## config.mk

```make
export PLATFORM = sky130hd
export DESIGN_NAME = escaped_frame_decoder_unit
export DESIGN_NICKNAME = d
export VERILOG_FILES = /design/src/rtl/efd_pkg.sv /design/src/rtl/efd_ctrl.sv /design/src/rtl/efd_datapath.sv /design/src/rtl/escaped_frame_decoder_unit.sv
export SDC_FILE = /design/constraint.sdc
export NUM_CORES = 2
export LEC_CHECK = 0
export BUFFER_PORTS_ARGS = -buffer_cell sky130_fd_sc_hd__buf_2
export CAP_MARGIN = 25
export CORE_UTILIZATION = 50
export CTS_BUF_LIST = sky130_fd_sc_hd__clkbuf_4 sky130_fd_sc_hd__clkbuf_8
export DETAILED_ROUTE_END_ITERATION = 8
export GPL_ROUTABILITY_DRIVEN = 0
export GPL_TIMING_DRIVEN = 1
export PLACE_DENSITY = 0.65
export SETUP_SLACK_MARGIN = 0.3
export SLEW_MARGIN = 30
export SYNTH_ARGS = -nofsm -noshare
export SYNTH_HDL_FRONTEND = slang
export SYNTH_SLANG_ARGS = --single-unit
export TNS_END_PERCENT = 5
```

## constraint.sdc

```tcl
create_clock -name clock -period 5.9 [get_ports clock]
set_input_delay 1.475 -clock clock [delete_from_list [all_inputs] [get_ports clock]]
set_output_delay 1.475 -clock clock [all_outputs]
set_load 0.005 [all_outputs]
```

## src/rtl/efd_pkg.sv

```systemverilog
// efd_pkg: shared constants, widths and controller/datapath interface types
// for the escaped frame decoder. No dependencies.
package efd_pkg;

   localparam int MAX_FRAME_DEF = 64;

   localparam int BYTE_W     = 8;
   localparam int STATUS_W   = 2;
   localparam int POS_W      = 6;
   localparam int LEN_W      = 7;
   localparam int REQ_DATA_W = 16;
   localparam int RSP_DATA_W = 24;

   localparam logic [BYTE_W-1:0] ESC_BYTE   = 8'hD5;
   localparam logic [BYTE_W-1:0] LIT_CODE   = 8'h5D;
   localparam logic [BYTE_W-1:0] REMAP_XOR  = 8'hAA;
   localparam logic [BYTE_W-1:0] SEED_RESET = 8'hA5;

   localparam logic [STATUS_W-1:0] ST_GOOD     = 2'd0;
   localparam logic [STATUS_W-1:0] ST_MISMATCH = 2'd1;
   localparam logic [STATUS_W-1:0] ST_BADLEN   = 2'd2;

   typedef struct packed {
      logic table_wr;
      logic store;
      logic lit;
      logic capture;
      logic end_frame;
      logic out_good;
      logic out_err;
      logic err_mismatch;
   } efd_cmd_type;

   typedef struct packed {
      logic is_load;
      logic is_esc;
      logic is_lit;
      logic room;
      logic len_bad;
      logic chk_ok;
      logic pos_last;
      logic out_free;
   } efd_stat_type;

endpackage

```

## src/rtl/efd_ctrl.sv

```systemverilog
// efd_ctrl: frame decoder state machine, escape tracking and command issue.
// Depends on efd_pkg.
module efd_ctrl (
   input  logic                 clock,
   input  logic                 reset,
   input  logic                 req_tvalid,
   output logic                 req_tready,
   input  efd_pkg::efd_stat_type stat,
   output efd_pkg::efd_cmd_type  cmd
);
   import efd_pkg::*;

   localparam logic [2:0] S_IDLE = 3'd0;
   localparam logic [2:0] S_LOOK = 3'd1;
   localparam logic [2:0] S_ERR  = 3'd2;
   localparam logic [2:0] S_RD   = 3'd3;
   localparam logic [2:0] S_EMIT = 3'd4;

   logic [2:0] state_ff, state_in;
   logic       armed_ff, armed_in;
   logic       mis_ff, mis_in;
   logic       accept;

   assign req_tready = (state_ff == S_IDLE);
   assign accept     = req_tvalid && req_tready;

   always_comb begin
      state_in = state_ff;
      armed_in = armed_ff;
      mis_in   = mis_ff;
      cmd      = '0;
      cmd.err_mismatch = mis_ff;
      case (state_ff)
         S_IDLE: begin
            if (accept) begin
               if (stat.is_load) begin
                  cmd.table_wr = 1'b1;
               end else if (stat.is_esc) begin
                  armed_in = 1'b1;
               end else if (armed_ff && !stat.is_lit) begin
                  armed_in      = 1'b0;
                  cmd.end_frame = 1'b1;
                  if (stat.len_bad) begin
                     mis_in   = 1'b0;
                     state_in = S_ERR;
                  end else if (!stat.chk_ok) begin
                     mis_in   = 1'b1;
                     state_in = S_ERR;
                  end else begin
                     state_in = S_RD;
                  end
               end else begin
                  armed_in  = 1'b0;
                  cmd.store = 1'b1;
                  cmd.lit   = armed_ff;
                  if (stat.room) begin
                     state_in = S_LOOK;
                  end
               end
            end
         end
         S_LOOK: begin
            cmd.capture = 1'b1;
            state_in    = S_IDLE;
         end
         S_ERR: begin
            if (stat.out_free) begin
               cmd.out_err = 1'b1;
               state_in    = S_IDLE;
            end
         end
         S_RD: begin
            state_in = S_EMIT;
         end
         S_EMIT: begin
            if (stat.out_free) begin
               cmd.out_good = 1'b1;
               state_in     = stat.pos_last ? S_IDLE : S_RD;
            end
         end
         default: begin
            state_in = S_IDLE;
         end
      endcase
   end

   always_ff @(posedge clock) begin
      if (reset) begin
         state_ff <= S_IDLE;
         armed_ff <= 1'b0;
         mis_ff   <= 1'b0;
      end else begin
         state_ff <= state_in;
         armed_ff <= armed_in;
         mis_ff   <= mis_in;
      end
   end

endmodule

```

## src/rtl/efd_datapath.sv

```systemverilog
// efd_datapath: substitution table and payload memories, byte count, running
// checksum, seed register and result output register. Depends on efd_pkg.
module efd_datapath #(
   parameter int MAX_FRAME = efd_pkg::MAX_FRAME_DEF
) (
   input  logic                            clock,
   input  logic                            reset,
   input  logic                            csr_wr_en,
   input  logic [efd_pkg::BYTE_W-1:0]      csr_wr_data,
   input  logic [efd_pkg::REQ_DATA_W-1:0]  req_tdata,
   input  logic                            req_tuser,
   input  efd_pkg::efd_cmd_type            cmd,
   output efd_pkg::efd_stat_type           stat,
   input  logic                            rsp_tready,
   output logic                            rsp_tvalid,
   output logic [efd_pkg::RSP_DATA_W-1:0]  rsp_tdata,
   output logic [efd_pkg::STATUS_W-1:0]    rsp_tuser,
   output logic                            rsp_tlast
);
   import efd_pkg::*;

   localparam int AW    = $clog2(MAX_FRAME);
   localparam int CNT_W = $clog2(MAX_FRAME + 2);

   logic [BYTE_W-1:0] tbl_ff [256];
   logic [BYTE_W-1:0] pay_ff [MAX_FRAME];
   logic [BYTE_W-1:0] tbl_rd_ff;
   logic [BYTE_W-1:0] pay_rd_ff;

   logic [CNT_W-1:0]    count_ff, count_in;
   logic [CNT_W-1:0]    len_ff, len_in;
   logic [AW-1:0]       pos_ff, pos_in;
   logic [BYTE_W-1:0]   check_ff, check_in;
   logic [BYTE_W-1:0]   seed_ff, seed_in;

   logic                out_valid_ff, out_valid_in;
   logic [STATUS_W-1:0] out_status_ff, out_status_in;
   logic [BYTE_W-1:0]   out_byte_ff, out_byte_in;
   logic [POS_W-1:0]    out_pos_ff, out_pos_in;
   logic [LEN_W-1:0]    out_len_ff, out_len_in;
   logic                out_last_ff, out_last_in;

   logic [BYTE_W-1:0] byte_value;
   logic [BYTE_W-1:0] table_index;
   logic [BYTE_W-1:0] v_eff;
   logic [BYTE_W-1:0] base;
   logic [BYTE_W-1:0] rd_addr;
   logic [BYTE_W-1:0] chk_rm;

   assign byte_value  = req_tdata[BYTE_W-1:0];
   assign table_index = req_tdata[2*BYTE_W-1:BYTE_W];
   assign v_eff       = cmd.lit ? ESC_BYTE : byte_value;
   assign base        = (count_ff == '0) ? seed_ff : check_ff;
   assign rd_addr     = base + v_eff;
   assign chk_rm      = ((check_ff == LIT_CODE) || (check_ff == ESC_BYTE)) ?
                        (check_ff ^ REMAP_XOR) : check_ff;

   always_comb begin
      stat          = '0;
      stat.is_load  = req_tuser;
      stat.is_esc   = (byte_value == ESC_BYTE);
      stat.is_lit   = (byte_value == LIT_CODE);
      stat.room     = (count_ff < CNT_W'(MAX_FRAME));
      stat.len_bad  = (count_ff == '0) || (count_ff > CNT_W'(MAX_FRAME));
      stat.chk_ok   = (chk_rm == byte_value);
      stat.pos_last = ((CNT_W'(pos_ff) + CNT_W'(1)) == len_ff);
      stat.out_free = !out_valid_ff || rsp_tready;
   end

   // memories, registered read
   always_ff @(posedge clock) begin
      if (cmd.table_wr) begin
         tbl_ff[table_index] <= byte_value;
      end
      tbl_rd_ff <= tbl_ff[rd_addr];
   end

   always_ff @(posedge clock) begin
      if (cmd.store && stat.room) begin
         pay_ff[count_ff[AW-1:0]] <= v_eff;
      end
      pay_rd_ff <= pay_ff[pos_ff];
   end

   always_comb begin
      count_in = count_ff;
      len_in   = len_ff;
      pos_in   = pos_ff;
      check_in = check_ff;
      seed_in  = seed_ff;
      if (csr_wr_en) begin
         seed_in = csr_wr_data;
      end
      if (cmd.end_frame) begin
         count_in = '0;
         len_in   = count_ff;
         pos_in   = '0;
         check_in = seed_ff;
      end else if (cmd.store) begin
         count_in = stat.room ? (count_ff + CNT_W'(1)) : CNT_W'(MAX_FRAME + 1);
      end
      if (cmd.capture) begin
         check_in = tbl_rd_ff;
      end
      if (cmd.out_good) begin
         pos_in = pos_ff + AW'(1);
      end
   end

   always_comb begin
      out_valid_in  = out_valid_ff && !rsp_tready;
      out_status_in = out_status_ff;
      out_byte_in   = out_byte_ff;
      out_pos_in    = out_pos_ff;
      out_len_in    = out_len_ff;
      out_last_in   = out_last_ff;
      if (cmd.out_good) begin
         out_valid_in  = 1'b1;
         out_status_in = ST_GOOD;
         out_byte_in   = pay_rd_ff;
         out_pos_in    = POS_W'(pos_ff);
         out_len_in    = LEN_W'(len_ff);
         out_last_in   = stat.pos_last;
      end else if (cmd.out_err) begin
         out_valid_in  = 1'b1;
         out_status_in = cmd.err_mismatch ? ST_MISMATCH : ST_BADLEN;
         out_byte_in   = '0;
         out_pos_in    = '0;
         out_len_in    = cmd.err_mismatch ? LEN_W'(len_ff) : '0;
         out_last_in   = 1'b1;
      end
   end

   always_ff @(posedge clock) begin
      if (reset) begin
         count_ff     <= '0;
         len_ff       <= '0;
         pos_ff       <= '0;
         check_ff     <= SEED_RESET;
         seed_ff      <= SEED_RESET;
         out_valid_ff <= 1'b0;
      end else begin
         count_ff     <= count_in;
         len_ff       <= len_in;
         pos_ff       <= pos_in;
         check_ff     <= check_in;
         seed_ff      <= seed_in;
         out_valid_ff <= out_valid_in;
      end
   end

   always_ff @(posedge clock) begin
      out_status_ff <= out_status_in;
      out_byte_ff   <= out_byte_in;
      out_pos_ff    <= out_pos_in;
      out_len_ff    <= out_len_in;
      out_last_ff   <= out_last_in;
   end

   assign rsp_tvalid = out_valid_ff;
   assign rsp_tuser  = out_status_ff;
   assign rsp_tlast  = out_last_ff;
   assign rsp_tdata  = {{(RSP_DATA_W - BYTE_W - POS_W - LEN_W){1'b0}},
                        out_len_ff, out_pos_ff, out_byte_ff};

endmodule

```

## src/rtl/escaped_frame_decoder_unit.sv

```systemverilog
// Escaped frame decoder, top level: joins the controller and the datapath.
// Depends on efd_pkg, efd_ctrl and efd_datapath.
//
// Decodes a stream of link bytes into frames. 0xD5 arms an escape; an armed
// 0x5D is a literal 0xD5 payload byte and any other armed byte but 0xD5 ends the frame
// and carries its checksum. The checksum runs each stored byte through a
// 256-entry substitution table, which must be loaded through table-load words
// (tuser high) before frames are sent; it has no reset and no clearing pass.
// A good frame comes out as one word per payload byte with tlast on the final
// one; an empty, overlong or mismatching frame gives a single error word.
// Escape bytes, table loads and dropped overlong bytes are taken in the idle state
// alone; a stored payload byte adds a capture state for the registered read of the
// substitution table. A good frame end steps through a read state (registered read
// of the payload store) and an emit state per output word before the next byte is
// taken; an error frame end waits in an error state for the output register.
module escaped_frame_decoder_unit #(
   parameter int MAX_FRAME = efd_pkg::MAX_FRAME_DEF
) (
   input  logic                            clock,
   input  logic                            reset,
   input  logic                            csr_wr_en,
   input  logic [efd_pkg::BYTE_W-1:0]      csr_wr_data,  // checksum_seed
   input  logic                            req_tvalid,
   output logic                            req_tready,
   input  logic [efd_pkg::REQ_DATA_W-1:0]  req_tdata,    // byte_value, table_index
   input  logic                            req_tuser,    // func
   output logic                            rsp_tvalid,
   input  logic                            rsp_tready,
   output logic [efd_pkg::RSP_DATA_W-1:0]  rsp_tdata,    // payload_byte, byte_position, frame_length
   output logic [efd_pkg::STATUS_W-1:0]    rsp_tuser,    // status
   output logic                            rsp_tlast     // last
);
   import efd_pkg::*;

   efd_cmd_type  cmd;
   efd_stat_type stat;

   efd_ctrl u_ctrl (
      .clock      (clock),
      .reset      (reset),
      .req_tvalid (req_tvalid),
      .req_tready (req_tready),
      .stat       (stat),
      .cmd        (cmd)
   );

   efd_datapath #(
      .MAX_FRAME (MAX_FRAME)
   ) u_datapath (
      .clock       (clock),
      .reset       (reset),
      .csr_wr_en   (csr_wr_en),
      .csr_wr_data (csr_wr_data),
      .req_tdata   (req_tdata),
      .req_tuser   (req_tuser),
      .cmd         (cmd),
      .stat        (stat),
      .rsp_tready  (rsp_tready),
      .rsp_tvalid  (rsp_tvalid),
      .rsp_tdata   (rsp_tdata),
      .rsp_tuser   (rsp_tuser),
      .rsp_tlast   (rsp_tlast)
   );

endmodule

```

==> metrics.cfg <==
[outcome]
status=complete, no violations

[power]
internal_power_mw=31.2
vdd_drop_max_mv=0.316
p_total_mw=42.0
combPwrFrac_pct=14.7
sw_frac_of_total_pct=25.8
p_sw_mw=10.8
cellLeakagePower_nw=36.4
clockPowerShare_pct=36.0
seq_power_share_pct=49.3
powerDensity_nw_per_um2=362

[routing]
num_vias=51500
drtAntennaViolNets=0
finalWirelength_um=251000
first_iter_violations=5989
drc=0
wire_per_inst_um=30.0
viasPerCell=6.14
dr.pass1.iters=8

[die]
io_pins=59
die-height_um=457
rows=166
start_util_pct=50.4
die_w_um=457
core_sq_um=205000
dieArea_sq_um=209000

[yosys]
yosysTopAreaCell=edfxtp_1
synth_cells=4964
yosysSeqAreaShare_pct=76.1
synthArstFlopShare_pct=0
synth.most_common_cell=edfxtp_1
netlist_area_sq_um=103000
yosysTopAreaCellShare_pct=75.0
synthDistinctLibCells=67
synthTopCellsByCount=edfxtp_1, mux4_2, nor2_1
syn_avg_cell_area_sq_um=20.8
netlist_top_cells_area=edfxtp_1, mux4_2, nor2_1
ys.flop_type=edfxtp_1
ys_warn_count=0
yosys_register_bits=2642
synth-edff-count=2582

[timing]
finalHoldViolCount=0
timing.final.crit_share_pct=90.7
setup_viol=0
rsz0062_at_grt=false
fin_crit_ps=5350
tightest_slew_ps=988
relSlewSlack_pct=34.1
fmax_mhz=187
fin_worst_skew_ps=72.6
drv_slew=0

[clock_tree]
cts.reportedPaths.clkPinSlew_ps=60
clk_root_buffer_cell=clkbuf_8
cts_tree=built
cts.sinks=2642
numCtsBuffers=428
clk_latency_ps=1080
cts-resized-gates=0
clockBufferDepth=4
post_cts_buffers=0
ctsHtreeMaxLevel=5
postCtsHoldBufs=0

[worst_setup_path]
cp-end-kind=register
cp_cell_sequence=inv_1, ha_1, nand3_1, buf_4, mux2_2, ha_4, inv_1, fa_4, buf_12, buf_12, mux4_2, mux4_2, mux2i_1, a32o_1, a2111oi_2
cpMaxStageDelayCell=fa_4
max_stage_delay_ps=1000
crit_fanout=62
critPathArrivalTime_ps=6280
required_ps=6830
worstSetupPathType=reg -> reg
cp-start-kind=register

[grt]
grt_max_degree=149
gr-total-overflow=0
antenna_found_initial=13
grt_pass1_wl_um=364000
grt_pass1_vias=51700
grt_usage_pct=24.2

[job]
maxCapViolCount=0

[place]
dpl.hpwl_um=157000
placed_area_sq_um=108000
portBuffers=55

[cells_and_area]
drive_gt1_share_pct=29.7
postLayoutCellArea_sq_um=116000
nNetsFinal=5396
area_growth_pct=12.3

[hold_path]
min_path_type=reg -> reg

## final timing paths
check | slack (ps) | cells after the start | to | startpoint
setup / recovery | 550 | 15 | u_datapath.tbl_rd_ff[5] | u_datapath.count_ff[0]
hold reg to reg | 480 | 2 | u_datapath.rsp_tuser[0] | u_datapath.rsp_tuser[0]
hold / removal | 480 | 2 | u_datapath.rsp_tuser[0] | u_datapath.rsp_tuser[0]
setup reg to reg | 550 | 15 | u_datapath.tbl_rd_ff[5] | u_datapath.count_ff[0]
## metal layers
metal | GRT usage, % | up-vias | part of all wire (%)
li1 | - | 21300 | -
met1 | 34.7 | 27200 | 41
met2 | 36.8 | 2473 | 47
met3 | 5.61 | 454 | 9.0
met4 | 8.15 | 4 | 3.1
met5 | 0 | - | 0.089
## power groups by stage
| stage | Sequential [mW] | Combinational [mW] | Clock [mW] |
|---|---|---|---|
| after floorplan | 21.1 | 3.66 | 0 |
| after global placement | 21.1 | 6.13 | 0 |
| final | 20.7 | 6.16 | 15.1 |
| after global routing | 20.7 | 6.42 | 16.1 |
| after detailed placement | 21.1 | 6.13 | 0 |
| after CTS | 20.7 | 6.15 | 15.3 |
## placed cells by master (no fill, tap or decap), types with 6 or more instances in the layout
cell,n
and3_1,16
edfxtp_1,2582
xnor2_1,10
nor3_1,8
o32ai_1,7
nand2b_1,7
mux4_2,728
nand3_1,76
a2111oi_2,8
mux2_2,6
o211ai_1,16
a211oi_1,37
ha_1,10
nand4_1,19
buf_2,47
buf_12,39
inv_1,12
or2_2,7
a311oi_1,24
clkinv_2,43
o2111ai_1,33
nor2b_1,22
dfxtp_1,56
o21a_1,12
clkinvlp_4,6
buf_8,8
clkinv_1,100
clkbuf_4,157
a21oi_1,34
o21ai_0,7
buf_4,156
and2_1,22
xor2_1,12
nor2_1,400
clkbuf_8,445
nand2_1,345
diode_2,8
a32o_1,8
mux2i_1,53
or3_1,15
## final cells by class
type | instances | area (sq um)
Tap cell | 2688 | 3360
Clock buffer | 602 | 7300
Sequential cell | 2642 | 78700
Timing Repair Buffer | 253 | 2360
Inverter | 12 | 45.0
Antenna cell | 8 | 20.0
Fill cell | 15100 | 88900
Multi-Input combinational cell | 2017 | 23400
Clock inverter | 155 | 795
## critical path: cells and delay by family, from the launching register on
kind | cells | cell delay, ps
AO/OA/AOI/OAI | 2 | 370
adder cells (fa/ha/maj) | 3 | 1380
flip-flops | 1 | 540
buffers and inverters | 5 | 1050
AND/OR/NAND/NOR | 1 | 80
multiplexers | 4 | 1690
## registers in the layout, indices dropped and copies added (netlist names)
name and cells:
u_datapath.tbl_ff 2048, u_datapath.pay_ff 512, u_datapath.check_ff 8, u_datapath.out_byte_ff 8, u_datapath.pay_rd_ff 8, u_datapath.seed_ff 8
u_datapath.tbl_rd_ff 8, u_datapath.count_ff 7, u_datapath.len_ff 7, u_datapath.out_len_ff 7, u_datapath.out_pos_ff 6, u_datapath.pos_ff 6
u_ctrl.state_ff 3, u_datapath.rsp_tuser 2, u_ctrl.armed_ff 1, u_ctrl.mis_ff 1, u_datapath.rsp_tlast 1, u_datapath.rsp_tvalid 1
## cell families (layout without fill, tap and decap cells)
kind of cell,after synthesis,in the layout,share of synthesized area [%]
adders and majority gates,12,12,0.152
xor gates and xnor gates,30,30,0.276
AOI/OAI and AO/OA,216,216,1.66
and+or+nand+nor,969,969,4.03
muxes,787,787,16.4
other,1,11,0.00363
DFF,2642,2642,76.1
buffers and inverters,307,1022,1.30
## stage by stage
step / hold slack [ps] / TNS (ps) / setup slack [ps] / cells / util, %
CTS: 490 / 0 / 584 / 8368 / 56.6
global placement: 459 / -584 / -121 / 7611 / 52.6
floorplan: 463 / 0 / 426 / 4966 / -
global route: 498 / 0 / 353 / 8373 / 56.6
detailed placement: 477 / -707 / -154 / 7611 / 52.6
finish: 483 / 0 / 551 / 8377 / 56.6
Power figures use the tool's default switching activity.
